==> src/design/rbnh_pkg.sv <==
`timescale 1ns / 1ps
package rbnh_pkg;

   localparam int MAX_BOXES = 64;
   localparam int IDX_W     = $clog2(MAX_BOXES);
   localparam int CNT_W     = $clog2(MAX_BOXES + 1);
   localparam int Q_W       = 24;
   localparam int DIST_W    = 23;
   localparam int NUM_W     = Q_W + 1 + 12;

   localparam logic REQ_WRITE = 1'b0;
   localparam logic REQ_QUERY = 1'b1;

   localparam logic CSR_OBSTACLE_COUNT = 1'b0;
   localparam logic CSR_MAX_DISTANCE   = 1'b1;

   localparam logic [DIST_W-1:0] MAX_DISTANCE_RESET = 23'd4096000;

   typedef struct packed {
      logic                   req_type;
      logic [5:0]             entry_index;
      logic signed [Q_W-1:0]  pos_x;
      logic signed [Q_W-1:0]  pos_y;
      logic signed [Q_W-1:0]  pos_z;
      logic signed [Q_W-1:0]  vec_x;
      logic signed [Q_W-1:0]  vec_y;
      logic signed [Q_W-1:0]  vec_z;
   } req_item_type;

   typedef struct packed {
      logic [DIST_W-1:0] hit_distance;
      logic              hit_found;
   } rsp_item_type;

   typedef struct packed {
      logic             wr_en;
      logic             q_load;
      logic             rd_en;
      logic [IDX_W-1:0] rd_addr;
      logic             div_start;
      logic             eval;
      logic             out_load;
   } cmd_type;

   typedef struct packed {
      logic div_busy;
   } status_type;

   // saturate a 25-bit signed sum to the 24-bit signed range
   function automatic logic signed [Q_W-1:0] sat24(input logic signed [Q_W:0] v);
      logic signed [Q_W-1:0] r;
      if (v[Q_W] != v[Q_W-1]) begin
         r = v[Q_W] ? {1'b1, {(Q_W-1){1'b0}}} : {1'b0, {(Q_W-1){1'b1}}};
      end else begin
         r = v[Q_W-1:0];
      end
      return r;
   endfunction

endpackage

==> src/design/rbnh_ctrl.sv <==
`timescale 1ns / 1ps
module rbnh_ctrl (
   input  logic                              clock,
   input  logic                              reset,
   input  logic                              req_valid,
   input  logic                              req_is_query,
   output logic                              req_stall,
   output logic                              rsp_valid,
   input  logic                              rsp_stall,
   input  logic [rbnh_pkg::CNT_W-1:0]        obstacle_count,
   input  rbnh_pkg::status_type              status,
   output rbnh_pkg::cmd_type                 cmd
);
   localparam int CW = rbnh_pkg::CNT_W;
   localparam logic [CW-1:0] BOXES = CW'(rbnh_pkg::MAX_BOXES);

   localparam logic [2:0] ST_IDLE   = 3'd0;
   localparam logic [2:0] ST_READ   = 3'd1;
   localparam logic [2:0] ST_START  = 3'd2;
   localparam logic [2:0] ST_WAIT   = 3'd3;
   localparam logic [2:0] ST_EVAL   = 3'd4;
   localparam logic [2:0] ST_FINISH = 3'd5;

   logic [2:0]    state_ff, state_in;
   logic [CW-1:0] idx_ff, idx_in;
   logic [CW-1:0] n_ff, n_in;
   logic          rsp_valid_ff, rsp_valid_in;
   logic [CW-1:0] n_clamp;
   logic          accept;

   assign n_clamp   = (obstacle_count > BOXES) ? BOXES : obstacle_count;
   assign accept    = req_valid && (state_ff == ST_IDLE);
   assign req_stall = (state_ff != ST_IDLE);

   always_comb begin
      state_in     = state_ff;
      idx_in       = idx_ff;
      n_in         = n_ff;
      cmd          = '0;
      cmd.rd_addr  = idx_ff[rbnh_pkg::IDX_W-1:0];
      rsp_valid_in = rsp_valid_ff && rsp_stall;
      case (state_ff)
         ST_IDLE: begin
            if (accept) begin
               if (req_is_query) begin
                  cmd.q_load = 1'b1;
                  n_in       = n_clamp;
                  idx_in     = '0;
                  state_in   = (n_clamp == '0) ? ST_FINISH : ST_READ;
               end else begin
                  cmd.wr_en = 1'b1;
               end
            end
         end
         ST_READ: begin
            cmd.rd_en = 1'b1;
            state_in  = ST_START;
         end
         ST_START: begin
            cmd.div_start = 1'b1;
            state_in      = ST_WAIT;
         end
         ST_WAIT: begin
            if (!status.div_busy) begin
               state_in = ST_EVAL;
            end
         end
         ST_EVAL: begin
            cmd.eval = 1'b1;
            idx_in   = idx_ff + 1'b1;
            state_in = (idx_ff + 1'b1 == n_ff) ? ST_FINISH : ST_READ;
         end
         ST_FINISH: begin
            if (!rsp_valid_ff || !rsp_stall) begin
               cmd.out_load = 1'b1;
               rsp_valid_in = 1'b1;
               state_in     = ST_IDLE;
            end
         end
         default: begin
            state_in = ST_IDLE;
         end
      endcase
   end

   always_ff @(posedge clock) begin
      if (reset) begin
         state_ff     <= ST_IDLE;
         idx_ff       <= '0;
         n_ff         <= '0;
         rsp_valid_ff <= 1'b0;
      end else begin
         state_ff     <= state_in;
         idx_ff       <= idx_in;
         n_ff         <= n_in;
         rsp_valid_ff <= rsp_valid_in;
      end
   end

   assign rsp_valid = rsp_valid_ff;

   a_start_busy: assert property (@(posedge clock) disable iff (reset)
      cmd.div_start |=> status.div_busy)
      else $error("divider not busy after start");

   a_load_valid: assert property (@(posedge clock) disable iff (reset)
      cmd.out_load |=> rsp_valid_ff)
      else $error("result not presented after load");

   a_idx_range: assert property (@(posedge clock) disable iff (reset)
      (state_ff == ST_WAIT) |-> (idx_ff < n_ff))
      else $error("box index past count");

   a_no_overwrite: assert property (@(posedge clock) disable iff (reset)
      (rsp_valid_ff && rsp_stall) |-> !cmd.out_load)
      else $error("waiting result overwritten");

endmodule

==> config.mk <==
export PLATFORM = sky130hd
export DESIGN_NAME = rbnh_ctrl
export DESIGN_NICKNAME = d
export VERILOG_FILES = /design/src/design/rbnh_pkg.sv /design/src/design/rbnh_ctrl.sv
export SDC_FILE = /design/constraint.sdc
export NUM_CORES = 1
export LEC_CHECK = 0
export ABC_AREA = 1
export ABC_CLOCK_PERIOD_IN_PS = 3100
export BUFFER_PORTS_ARGS = -buffer_cell sky130_fd_sc_hd__buf_2
export CAP_MARGIN = 20
export CORE_MARGIN = 2
export CORE_UTILIZATION = 52
export DETAILED_ROUTE_END_ITERATION = 8
export GPL_ROUTABILITY_DRIVEN = 1
export PLACE_DENSITY = 0.82
export SLEW_MARGIN = 20
export SYNTH_ARGS = -nofsm -noshare
export SYNTH_HDL_FRONTEND = slang
export SYNTH_SLANG_ARGS = --single-unit
export TNS_END_PERCENT = 20
==> constraint.sdc <==
create_clock -name clock -period 3.1 [get_ports clock]
set_clock_uncertainty 0.15 [all_clocks]
set_input_delay 0.465 -clock clock [delete_from_list [all_inputs] [get_ports clock]]
set_output_delay 0.465 -clock clock [all_outputs]
set_load 0.01 [all_outputs]
==> flow_summary.json, run 1 <==
{
  "status": "completed",
  "syn-num-nets": 187,
  "grt_max_degree": 18,
  "crit_type": "reg2out",
  "cts_sinks": 18,
  "vias": 1131,
  "drt_iter0_markers": 36,
  "drive_gt1_share_pct": 25.1,
  "die_w_um": 50.5,
  "grt_pass1_vias": 1057,
  "n_antenna_cell": 0,
  "hold_viol_final": 0,
  "num_rows": 16,
  "cts_buffer_depth": 2,
  "die_y_um": 50.5,
  "ys_ff_latch": 18,
  "most-common-layout-cells": "nand2_1 (51), buf_2 (26), inv_1 (19), dfxtp_1 (18), a21oi_1 (17)",
  "critPathRequiredTime_ns": 2.48,
  "yosysWarnings": 0,
  "path_max_fanout": 4,
  "dp_cells": 218,
  "min_path_type": "in2reg",
  "routabilityCongestion": 0.821,
  "internal_power_mw": 0.383,
  "cp-start-kind": "flip-flop",
  "cts_tree": "built",
  "drc": 0,
  "switching_power_mw": 0.218,
  "final_util_pct": 63.5,
  "end_kind": "output pin",
  "maxCapViolCount": 0,
  "cellPowerDensity_nw_per_um2": 473,
  "cts_root_buffer": "clkbuf_4",
  "dp_hpwl_um": 1980,
  "clock_latency_ns": 0.31,
  "nFillCells": 191,
  "yosysSeqAreaShare_pct": 32.1,
  "post-route-period-util_pct": 66.1,
  "port_buffers": 26,
  "slew_headroom_pct": 77.5,
  "avgSynthCellArea_um2": 6.49,
  "grt.total_usage_pct": 22.6,
  "nets": 210,
  "p_leak_nw": 0.590,
  "final_common_cell": "nand2_1",
  "cts_setup_buffers": 0,
  "instances_no_fill": 222,
  "drtAntennaViolNets": 0,
  "crit_arrival_ns": 1.44,
  "netlist_area_um2": 1120,
  "grt_pass1_wl_um": 4400,
  "dr.pass1.iters": 4,
  "fp.coreArea_um2": 2000,
  "fin_crit_ns": 2.05,
  "start_util_pct": 56.1,
  "io_pins": 27,
  "hold_buffers": 0,
  "netlist_instances": 173,
  "cts_max_level": 1,
  "setup_viol": 0,
  "antenna_found_initial": 0,
  "final_max_slew_viol_count": 0,
  "clkPwrFrac_pct": 25.6,
  "max_freq_mhz": 488,
  "finalWirelength_um": 2530,
  "ctsResizeCount": 0,
  "cts.clk_slew.worst_paths_ns": 0.11,
  "grt_overflow_total": 0,
  "p_comb_share_pct": 30.7,
  "wl_per_cell_um": 11.4,
  "rsz0062_at_grt": "no",
  "finalSetupTns_ns": 0,
  "tightestPinTransition_ns": 0.337,
  "area_delta_synth_final_pct": 13.1,
  "vias_per_cell": 5.09,
  "ys_types": 26,
  "cts_buffers": 3,
  "pwr-share-seq_pct": 43.8,
  "peakVddDrop_v": 0.000362,
  "dieArea_um2": 2550,
  "swShare_pct": 36.3
}
## synth_stat cells (all sizes together)
master	number	area, µm²
a211oi	3	22.5
a21oi	18	93.8
buf	6	45.0
clkbuf	2	7.51
dfxtp	18	360
ha	1	12.5
inv	25	93.8
nand2	53	209
nand3	14	80.1
nand3b	2	15.0
nor2	21	120
nor3	2	10.0
o211ai	1	7.51
o21a	1	7.51
o21ai	4	20.0
o21bai	2	18.8
## state kept, by name (all words and copies together), names as in the netlist
register   count
n_ff           7
rsp_valid      1
idx_ff         7
state_ff       3
## logic make-up after synthesis
kind of cell / share of synthesized area [%]
compound gates: 15.1
fa+ha+maj: 1.11
simple gates: 38.6
flops: 32.1
buf+inv: 13.0
## through the flow
stage / hold WS [ns] / setup slack [ns] / total power [mW] / area, µm²
floorplan: 0.301 / 1.49 / 0.400 / 1120
global placement: 0.323 / 1.40 / 0.446 / 1230
detailed placement: 0.333 / 1.28 / 0.452 / 1230
CTS: 0.244 / 1.05 / 0.604 / 1270
global route: 0.256 / 0.939 / 0.640 / 1270
finish: 0.249 / 1.05 / 0.602 / 1270
## worst max-delay path: stages (launching register included)
cell     delay, ns
dfxtp_1       0.36
inv_2         0.10
nand2_4       0.08
nor2_2        0.15
nand2_1       0.10
nor2_2        0.17
buf_2         0.16
## layout make-up
| class | instances | area (µm²) | share of cell area (%) |
|---|---|---|---|
| Multi-Input combinational cell | 122 | 617 | 48.5 |
| Sequential cell | 18 | 360 | 28.3 |
| Timing Repair Buffer | 26 | 130 | 10.2 |
| Inverter | 25 | 93.8 | 7.38 |
| Clock buffer | 4 | 36.3 | 2.85 |
| Tap cell | 27 | 33.8 | 2.66 |
## path summary, 6_finish.rpt
path | from | to | slack [ns] | cells after the start
hold reg to reg | n_ff[5] | n_ff[5] | 0.34 | 2
hold / removal | obstacle_count[0] | n_ff[0] | 0.25 | 3
setup reg to reg | idx_ff[0] | state_ff[2] | 1.21 | 13
setup / recovery | state_ff[0] | cmd[10] | 1.05 | 6
## power by group through the flow
stage	clock (mW)	sequential, mW	combinational (mW)
CTS	0.157	0.263	0.184
floorplan	0	0.264	0.136
global placement	0	0.266	0.179
global route	0.166	0.265	0.208
finish	0.154	0.264	0.185
detailed placement	0	0.268	0.184
## routing by layer
metal	global-route usage, %	part of all wire [%]	routed length (µm)	vias to the layer above
met3	3.87	4.9	125	5
met5	0	0	0	-
li1	-	-	-	588
met2	38.4	49	1240	30
met4	12.2	1.7	44	0
met1	27.1	44	1120	508
Power figures use the tool's default switching activity.
==> run 2, diff against run 1 <==
ABC_CLOCK_PERIOD_IN_PS = 1900   (was 3100)
clock period = 1.9 ns   (was 3.1 ns; I/O delays follow)
==> flow_summary.json, run 2 (synthesis gave the netlist of run 1 again) <==
{
  "hold_viol_final": 0,
  "fin_crit_ns": 1.81,
  "status": "completed",
  "fp.coreArea_um2": 2000,
  "rr_worst_depth": 12,
  "num_rows": 16,
  "dieArea_um2": 2550,
  "die_y_um": 50.5,
  "hold_depth": 3,
  "grtUsageMet1_pct": 27.2,
  "grt_overflow_total": 0,
  "maxCapViolCount": 0,
  "final.setup.worst_slack_ns": 0.0926,
  "final_util_pct": 64.4,
  "nFillCells": 190,
  "setup_viol": 0,
  "crit_type": "reg2out",
  "grt_pass1_wl_um": 4330,
  "tightestPinTransition_ns": 0.343,
  "most-common-layout-cells": "nand2_1 (51), buf_2 (26), inv_1 (19), a21oi_1 (17), dfxtp_1 (15)",
  "wl_per_cell_um": 11.7,
  "finalSetupTns_ns": 0,
  "use_met3_pct": 3.57,
  "cts_max_level": 1,
  "p_leak_nw": 0.591,
  "start_util_pct": 56.1,
  "antenna_found_initial": 0,
  "port_buffers": 26,
  "grt_max_degree": 18,
  "grt_use_met2_pct": 37.9,
  "place_ws_ns": 0.0870,
  "cts_sinks": 18,
  "end_kind": "output pin",
  "routabilityCongestion": 0.822,
  "switching_power_mw": 0.367,
  "crit_cells": 6,
  "dr.pass1.iters": 4,
  "pwr-share-seq_pct": 43.2,
  "slowest_stage": "dfxtp_1",
  "cts_root_buffer": "clkbuf_4",
  "cellPowerDensity_nw_per_um2": 772,
  "clkPwrFrac_pct": 24.7,
  "internal_power_mw": 0.629,
  "rsz0062_at_grt": "yes",
  "critPathRequiredTime_ns": 1.46,
  "cts_buffer_depth": 2,
  "crit_arrival_ns": 1.37,
  "io_pins": 27,
  "cp_common_cell": "nor2_4",
  "min_path_type": "in2reg",
  "final_common_cell": "nand2_1",
  "p_comb_share_pct": 32.1,
  "whs_ns": 0.0795,
  "finalWirelength_um": 2600,
  "n_antenna_cell": 0,
  "cp-start-kind": "flip-flop",
  "slew_headroom_pct": 77.0,
  "post-route-period-util_pct": 95.1,
  "path_max_fanout": 4,
  "instances_no_fill": 222,
  "reg2reg_from": "idx_ff[0]",
  "vias_per_cell": 5.20,
  "cts.clk_slew.worst_paths_ns": 0.11,
  "grt.total_usage_pct": 22.4,
  "critPathMaxStageDelay_ns": 0.36,
  "grt_pass1_vias": 1063,
  "grt-busiest-layer": "met2",
  "r2r_end": "state_ff[2]",
  "drtAntennaViolNets": 0,
  "clock_latency_ns": 0.30,
  "drc": 0,
  "vias": 1154,
  "cts_buffers": 3,
  "crit_family": "simple AND/OR/NAND/NOR gates",
  "hold_end": "n_ff[0]",
  "dp_hpwl_um": 1980,
  "cts_setup_buffers": 0,
  "dp_cells": 218,
  "swShare_pct": 36.8,
  "reg.largest.list": "idx_ff (7), n_ff (7), state_ff (3)",
  "drive_gt1_share_pct": 27.2,
  "peakVddDrop_v": 0.000574,
  "r2r_setup_slack_ns": 0.18,
  "worstPathCellList": "inv_2, nand2_4, nor2_4, nand2_1, nor2_4, buf_2",
  "nets": 210,
  "min_from": "obstacle_count[0]",
  "area_delta_synth_final_pct": 14.8,
  "critPathBufInv": 2,
  "final_max_slew_viol_count": 0,
  "max_freq_mhz": 553,
  "cts_tree": "built",
  "die_w_um": 50.5,
  "drt_iter0_markers": 30
}
==> run 2: worst register-to-register path: stages (launching register included) <==
cell and delay (ns):
dfxtp_4 0.40, ha_2 0.30, inv_1 0.07, nand2_1 0.05, nand2_1 0.07, nand3_2 0.07, nor2_1 0.10, nand3_1 0.07
nor2_1 0.10, nand2_1 0.06, nand2_1 0.05, nand2_1 0.05, a21oi_2 0.12
==> run 2: how the worst max path moves through the flow <==
stage	startpoint	to
floorplan	idx_ff[0]	state_ff[2]
global placement	idx_ff[0]	state_ff[2]
detailed placement	idx_ff[0]	state_ff[2]
CTS	state_ff[0]	cmd[10]
global route	idx_ff[0]	state_ff[2]
finish	state_ff[0]	cmd[10]
==> run 2: area by class of cell <==
class	instances	area (µm²)	area share, %
sequential	18	367	28.4
clock buffer	4	36.3	2.81
multi-input combinational	122	629	48.8
timing repair buffer	26	130	10.1
tap	27	33.8	2.62
inverter	25	93.8	7.27
==> run 2: power groups by stage <==
stage	Sequential (mW)	Combinational, mW	Clock [mW]
after floorplan	0.431	0.221	0
after global placement	0.435	0.292	0
after detailed placement	0.437	0.301	0
after CTS	0.429	0.306	0.251
after global routing	0.432	0.355	0.267
final	0.430	0.320	0.246
==> run 2: repair_timing <==
item / 4_1_cts / 5_1_grt
hold buffers: 0 / 0
setup endpoints to repair: 0 / 3
gates resized for setup: 0 / 7
==> run 2: per-stage QoR <==
| step | power, mW | area, µm² |
|---|---|---|
| 4_1_cts | 0.986 | 1270 |
| 6_report | 0.995 | 1290 |
| 2_1_floorplan | 0.653 | 1120 |
| 5_1_grt | 1.05 | 1290 |
| 3_3_place_gp | 0.727 | 1230 |
| 3_5_place_dp | 0.739 | 1230 |
==> run 2: layer usage <==
metal  vias up  wire length [µm]  part of all wire, %
met3         5               183                  7.0
met4         0                36                  1.4
met5         -                 0                    0
li1        589                 -                    -
met2        47              1320                   51
met1       513              1060                   41
==> run 3, diff against run 2 <==
REMOVE_ABC_BUFFERS = 1   (was default)
==> flow_summary.json, run 3 (synthesis gave the netlist of run 1 again) <==
{
  "ctsResizeCount": 0,
  "placed_cell_area_um2": 1230,
  "tightestPinTransition_ns": 0.326,
  "hold_buffers": 0,
  "nFillCells": 193,
  "setup_viol": 0,
  "wl_per_cell_um": 11.2,
  "fin_area_um2": 1280,
  "grt_pass1_wl_um": 4220,
  "cts_max_level": 1,
  "drc": 0,
  "drt_iter0_markers": 36,
  "hold_viol_final": 0,
  "dieArea_um2": 2550,
  "final_max_slew_viol_count": 0,
  "cp-start-kind": "flip-flop",
  "min_path_type": "in2reg",
  "maxCapViolCount": 0,
  "grt.total_usage_pct": 21.2,
  "start_util_pct": 56.1,
  "worstPathCellList": "inv_2, nand2_4, nor2_4, nand2_1, nor2_2, buf_2",
  "vias": 1133,
  "dr.pass1.iters": 4,
  "crit_family": "simple AND/OR/NAND/NOR gates",
  "vias_per_cell": 5.10,
  "drive_gt1_share_pct": 26.2,
  "slew_headroom_pct": 78.1,
  "critPathMaxStageDelay_ns": 0.35,
  "routabilityCongestion": 0.903,
  "end_kind": "output pin",
  "final_common_cell": "nand2_1",
  "fp.coreArea_um2": 2000,
  "area_delta_synth_final_pct": 13.8,
  "cts_setup_buffers": 0,
  "cts_tree": "built",
  "clock_latency_ns": 0.29,
  "nets": 210,
  "max_freq_mhz": 557,
  "io_pins": 27,
  "finalWirelength_um": 2480,
  "cts_root_buffer": "clkbuf_4",
  "path_max_fanout": 4,
  "antenna_found_initial": 0,
  "drtAntennaViolNets": 0,
  "crit_type": "reg2out",
  "dp_hpwl_um": 1950,
  "critPathRequiredTime_ns": 1.46,
  "die_y_um": 50.5,
  "finalPower_mw": 0.980,
  "port_buffers": 26,
  "reg.largest.list": "idx_ff (7), n_ff (7), state_ff (3)",
  "cts.clk_slew.worst_paths_ns": 0.11,
  "cellPowerDensity_nw_per_um2": 766,
  "critPathBufInv": 2,
  "slowest_stage": "dfxtp_1",
  "grt_max_degree": 18,
  "grt_overflow_total": 0,
  "num_rows": 16,
  "n_antenna_cell": 0,
  "finalSetupTns_ns": 0,
  "status": "completed",
  "most-common-layout-cells": "nand2_1 (51), buf_2 (26), inv_1 (19), a21oi_1 (17), dfxtp_1 (16)",
  "die_w_um": 50.5,
  "p_leak_nw": 0.593,
  "cts_buffers": 3,
  "cts_sinks": 18,
  "post-route-period-util_pct": 94.4,
  "fin_crit_ns": 1.79,
  "cts_buffer_depth": 2,
  "grt_pass1_vias": 1042,
  "rsz0062_at_grt": "yes",
  "crit_arrival_ns": 1.36,
  "peakVddDrop_v": 0.000519
}
## run 3: routing by layer
metal  track usage (%)  wire (µm)  vias to the layer above
li1                  -          -                      585
met1              26.6       1130                      515
met2              37.3       1210                       31
met3              2.68        120                        2
met4              6.76         18                        0
met5                 0          0                        -
## run 3: power breakdown
| group | internal (mW) | switching, mW |
|---|---|---|
| sequential | 0.406 | 0.0220 |
| clock | 0.117 | 0.124 |
| combinational | 0.105 | 0.205 |
| total | 0.628 | 0.351 |
## run 3: worst min-delay path: cells and delay by family
family	cells	cell delay (ns)
simple gates	1	0.06
compound gates	1	0.05
buf+inv	1	0.10
## run 3: final cells by class
class	count	area [µm²]	area share (%)
Clock buffer	4	36.3	2.84
Inverter	25	93.8	7.34
Multi-Input combinational cell	122	622	48.6
Sequential cell	18	363	28.4
Tap cell	27	33.8	2.64
Timing Repair Buffer	26	130	10.2
## run 3: stage by stage
stage / hold slack (ns) / setup WS (ns) / utilization [%] / std cells
floorplan: 0.197 / 0.212 / - / 165
global placement: 0.319 / 0.200 / 61.7 / 218
detailed placement: 0.325 / 0.129 / 61.7 / 218
CTS: 0.0829 / 0.0422 / 63.5 / 222
global route: 0.0880 / 0.000430 / 63.9 / 222
finish: 0.0870 / 0.106 / 63.9 / 222
## run 3: path summary, 6_finish.rpt
check	startpoint	cells past startpoint	endpoint	slack (ns)
hold / removal	obstacle_count[4]	3	n_ff[4]	0.09
setup / recovery	state_ff[0]	6	cmd[10]	0.11
hold reg to reg	idx_ff[4]	2	idx_ff[4]	0.34
setup reg to reg	idx_ff[1]	13	state_ff[2]	0.13
